## src/sv/pps_div.sv

```systemverilog
// Restoring divider for the cut parameter t = (num << 16) / den, one bit a cycle.
// Depends on nothing; used by polygon_plane_splitter.
module pps_div (
  input  logic        clk_i,
  input  logic        rst_ni,
  input  logic        start_i,
  input  logic [32:0] num_i,   // 0 < num < den
  input  logic [32:0] den_i,
  output logic        done_o,
  output logic [15:0] quot_o
);

  logic [33:0] rem_q, rem_d;
  logic [32:0] den_q;
  logic [15:0] quot_q, quot_d;
  logic [4:0]  cnt_q, cnt_d;
  logic        busy_q, busy_d;
  logic [33:0] trial;

  // One quotient bit a step.
  always_comb begin
    rem_d  = rem_q;
    quot_d = quot_q;
    cnt_d  = cnt_q;
    busy_d = busy_q;
    trial  = {rem_q[32:0], 1'b0} - {1'b0, den_q};
    if (start_i) begin
      rem_d  = {1'b0, num_i};
      cnt_d  = 5'd16;
      busy_d = 1'b1;
    end else if (busy_q) begin
      if (!trial[33]) begin
        rem_d  = trial;
        quot_d = {quot_q[14:0], 1'b1};
      end else begin
        rem_d  = {rem_q[32:0], 1'b0};
        quot_d = {quot_q[14:0], 1'b0};
      end
      cnt_d = cnt_q - 5'd1;
      if (cnt_q == 5'd1) busy_d = 1'b0;
    end
  end

  always_ff @(posedge clk_i or negedge rst_ni) begin
    if (!rst_ni) begin
      busy_q <= 1'b0;
      cnt_q  <= '0;
    end else begin
      busy_q <= busy_d;
      cnt_q  <= cnt_d;
    end
  end

  always_ff @(posedge clk_i) begin
    rem_q  <= rem_d;
    quot_q <= quot_d;
    if (start_i) den_q <= den_i;
  end

  assign done_o = busy_q && (cnt_q == 5'd1);
  assign quot_o = quot_d;

endmodule

```

## config.mk

```make
export PLATFORM = sky130hd
export DESIGN_NAME = pps_div
export DESIGN_NICKNAME = d
export VERILOG_FILES = /design/src/sv/pps_div.sv
export SDC_FILE = /design/constraint.sdc
export NUM_CORES = 1
export LEC_CHECK = 0
export BUFFER_PORTS_ARGS = -buffer_cell sky130_fd_sc_hd__buf_2
export CORE_MARGIN = 4
export CORE_UTILIZATION = 57
export DETAILED_ROUTE_END_ITERATION = 10
export HOLD_SLACK_MARGIN = 0.15
export PLACE_DENSITY = 0.8
export SYNTH_ARGS = -nofsm -noshare
export SYNTH_HDL_FRONTEND = slang
export SYNTH_SLANG_ARGS = --single-unit
export TNS_END_PERCENT = 5
```

## constraint.sdc

```tcl
create_clock -name clk_i -period 9.42 [get_ports clk_i]
set_input_delay 1.413 -clock clk_i [delete_from_list [all_inputs] [get_ports clk_i]]
set_output_delay 1.413 -clock clk_i [all_outputs]
set_load 0.01 [all_outputs]
```

# ---- After elaboration in Yosys (flattened, before gate mapping)
# Cells that the tools add are included.
dict set report op_classes {
  n_eq_ne 1
  n_div 0
  shift 0
  bitwise_logic 0
  magnitude_cmp 0
  addsub 2
  n_mul 0
  reduce_logical 2
  mux 11
}
# operator n
set ops {}
lappend ops {{33-bit 2-to-1 mux} 3}
lappend ops {{34-bit by 33-bit subtractor with 34-bit output} 1}
lappend ops {{16-bit 2-to-1 mux} 2}
lappend ops {{5-bit 2-to-1 mux} 2}
lappend ops {{5-bit by 1-bit equality test with 1-bit output (second input constant)} 1}
lappend ops {{5-bit by 1-bit subtractor with 5-bit output (second input constant)} 1}
lappend ops {{1-bit 2-to-1 mux} 4}
lappend ops {{2-bit nonzero test} 1}
lappend ops {{1-bit logical AND} 1}
dict set report word_totals {
  input_bits 69
  out_inout_bits 17
  ram_bits 0
  mem_bits_ro 0
  latchBits 0
  elab_cells 21
  n_memories 0
  register_bits 88
}

# ---- Depth between registers and ports, before layout
dict set report logic_depth {
  word_depth 4
  ltp_mapped 13
  mapped_depth_nobuf 10
}

# ---- Least setup slack after synthesis
# No wires, ideal clock.
dict set report synth_path {
  kind {register -> output}
  start {register rem_q[17]}
  end {output quot_o[0]}
  stages_incl_launch_ff 12
  required_time_ns 8.007
  arrival_time_ns 2.761
  setup_slack_ns 5.246
  n_path_buf 3
  cell_sequence {edfxtp_1 -> ha_1 -> buf_6 -> a21oi_2 -> o21ai_1 -> or2_1 -> a2111o_1 -> o21a_1 -> o311a_1 -> buf_6 -> clkbuf_1 -> a21oi_1}
}
dict set report synth_between {
  elab_chain_len 4
}
# item line
set synth_rtl {}
lappend synth_rtl {{start, declared} 13} ;# logic [33:0] rem_q, rem_d;
lappend synth_rtl {{start signal, assigned} 55} ;# rem_q <= rem_d;
lappend synth_rtl {{34-bit by 33-bit subtractor with 34-bit output} 26} ;# trial = {rem_q[32:0], 1'b0} - {1'b0, den_q};
lappend synth_rtl {{1-bit 2-to-1 mux} 32} ;# if (!trial[33]) begin
lappend synth_rtl {{16-bit 2-to-1 mux} 31} ;# end else if (busy_q) begin
lappend synth_rtl {{16-bit 2-to-1 mux} 27} ;# if (start_i) begin
lappend synth_rtl {{end, declared} 10} ;# output logic [15:0] quot_o
# No other way between the ends.

# ---- Worst setup path after layout
dict set report layout_path {
  start {input start_i}
  end {output quot_o[14]}
}
dict set report layout_between {
  elab_chain_len 1
}
# item line
set layout_rtl {}
lappend layout_rtl {{start, declared} 6} ;# input logic start_i,
lappend layout_rtl {{16-bit 2-to-1 mux} 27}
# No other way between the ends.

==> impl_metrics.tcl <==
set metrics [dict create \
    finalCriticalPeriod_ps 4720 \
    synthSimpleGateAreaFrac_pct 14.0 \
    drc 0 \
    fill_cells 768 \
    grt_pass1_vias 4339 \
    seq_area_frac_synth_pct 45.2 \
    ctsResizeCount 0 \
    num_vias 4390 \
    grt_max_degree 73 \
    cp-end-kind "primary output" \
    min_path_type "flop to flop" \
    nNetsFinal 713 \
    synthToLayoutAreaGrowth_pct 12.4 \
    ant_nets 0 \
    vias_per_cell 5.91 \
    wl_mm 11.9 \
    place_congestion 0.918 \
    ys.flop_type "edfxtp_1" \
    antennaDiodeCount 0 \
    clkLatencyLatePin_ps 360 \
    fin_util_pct 66.0 \
    track_usage_pct 21.5 \
    cts_sinks 88 \
    final-setup-viol-count 0 \
    synthAdderAreaFrac_pct 8.20 \
    ir_drop_mv 0.383 \
    slew_headroom_pct 20.1 \
    ioPinCount 86 \
    ys_seq_elements 88 \
    yosysWarningCount 0 \
    syn_inst 536 \
    port_buffers 85 \
    initialDrtViolationCount 257 \
    synth-edff-count 66 \
    drtPass1Iterations 5 \
    postCtsSetupBuffers 0 \
    timing.fmax_ghz 0.212 \
    place_inst 727 \
    clkTransAtPathRegs_ps 90 \
    finalHoldViolCount 0 \
    maxCapViolations 0 \
    path_max_fanout 72 \
    p_leak_uw 0.00260 \
    final_cell_mix "buf_2, edfxtp_1, nand2_1, inv_1, a21oi_1" \
    coreArea_sq_um 9240 \
    required_ps 8010 \
    htreeDepth 3 \
    dieArea_sq_um 11200 \
    cts_buffer_depth 2 \
    worst_pin_slew_ps 1190 \
    grt_pass1_wl_mm 19.6 \
    final_common_cell "buf_2" \
    dpl.hpwl_mm 8.49 \
    criticalPathCategory "input pin to primary output" \
    fp.dieW_microns 106 \
    cts_root_buf "clkbuf_8" \
    rows 35 \
    fin_ws_ps 4700 \
    die_h_microns 106 \
    pre_cts_ws_ps 4660 \
    cts_hold_buf 0 \
    overflow 0 \
    synth_top_family_by_area "compound AO/OA/AOI/OAI gates" \
    cts_tree "built" \
    arrival_ps 3310 \
    synth_fp_nets 640 \
    setup.worst_path.start_class "input pin" \
    fin_skew_ps 10.3 \
    ys_types 61 \
    avgSynthCellArea_sq_um 10.1 \
    async_flop_share_pct 6.82 \
    syn_area_sq_um 5430 \
    grt_antenna_before_repair 0 \
    initial_core_util_pct 58.8 \
    avgRoutedWirePerCell_microns 16.0 \
    rsz0062_at_grt "no" \
    final-instance-count-excl-fill 743 \
    synth-compound-area-share_pct 18.0 \
    synth-xor-area-share_pct 5.00 \
    status "complete, no violations" \
    cts_made_buffers 9 \
    finalCritPeriodShare_pct 50.2 \
    p_per_area_nw_per_um2 334 \
    synth.area.mux_share_pct 4.15 \
    final.setup.tns_ps 0 \
    drive_gt1_share_pct 20.7 \
    drv_slew 0 \
]
==> synth_stat cells, types with 7 or more instances <==
master,instances,area [sq um]
edfxtp_1,66,1980
nand2_1,54,203
inv_1,45,169
a21oi_1,35,175
ha_1,34,425
nor2_1,28,105
o21ai_0,24,120
nand3b_1,23,173
o311ai_1,19,166
clkbuf_1,18,67.6
dfxtp_1,16,320
mux2_2,16,180
xor2_1,16,140
xnor2_1,15,131
a21o_1,7,52.6
nand2b_1,7,43.8
nand3_1,7,35.0
nor2b_1,7,43.8
==> path summary, 6_finish.rpt <==
path	endpoint	slack, ps	start	depth (start not counted)
setup reg to reg	rem_q[10]	5650	rem_q[5]	10
hold reg to reg	quot_q[15]	480	quot_q[15]	1
max in group asynchronous	cnt_q[4]	8420	rst_ni	1
hold / removal	quot_q[15]	480	quot_q[15]	1
min in group asynchronous	cnt_q[0]	850	rst_ni	1
setup / recovery	quot_o[14]	4700	start_i	4
==> flip-flops by register name (all words and copies together) (netlist names) <==
name,flops
busy_q,1
cnt_q,5
den_q,33
quot_q,16
rem_q,33
==> metrics by stage <==
stage	cell area, sq um	total power [uW]	hold WS, ps
after floorplan	5430	1530	485
after detailed placement	5910	1760	468
after global placement	5910	1700	457
after global routing	6100	2200	519
final	6100	2040	483
after CTS	6100	2030	491
==> power by group <==
part / internal (uW) / switching (uW) / leakage (uW) / total, uW
sequential: 580 / 74.5 / 0.000888 / 655
clock: 125 / 144 / 0.0000976 / 268
combinational: 463 / 652 / 0.00161 / 1120
==> area by class of cell <==
cell class	instances	area (sq um)	share of cell area, %
multi-input combinational	378	2680	43.9
sequential	88	2450	40.2
timing repair buffer	87	443	7.26
inverter	45	169	2.77
tap	129	161	2.65
clock buffer	10	128	2.09
clock inverter	6	66.3	1.09
==> routing by layer <==
layer	up-vias	GRT usage [%]	wire length, microns
met5	-	0	0
met4	0	8.70	300
met3	30	5.94	720
met2	145	36.2	5840
met1	2084	26.1	5020
li1	2131	-	-
==> worst max-delay path: stages <==
cell	delay, ps
buf_4	310
nor2_1	990
mux2_2	440
buf_2	140
==> cells by family after synthesis <==
kind of cell | after synthesis
flops | 88
xor+xnor | 31
fa+ha+maj | 35
buf+inv | 70
compound gates | 141
mux | 20
simple gates | 151
Power figures use the tool's default switching activity.
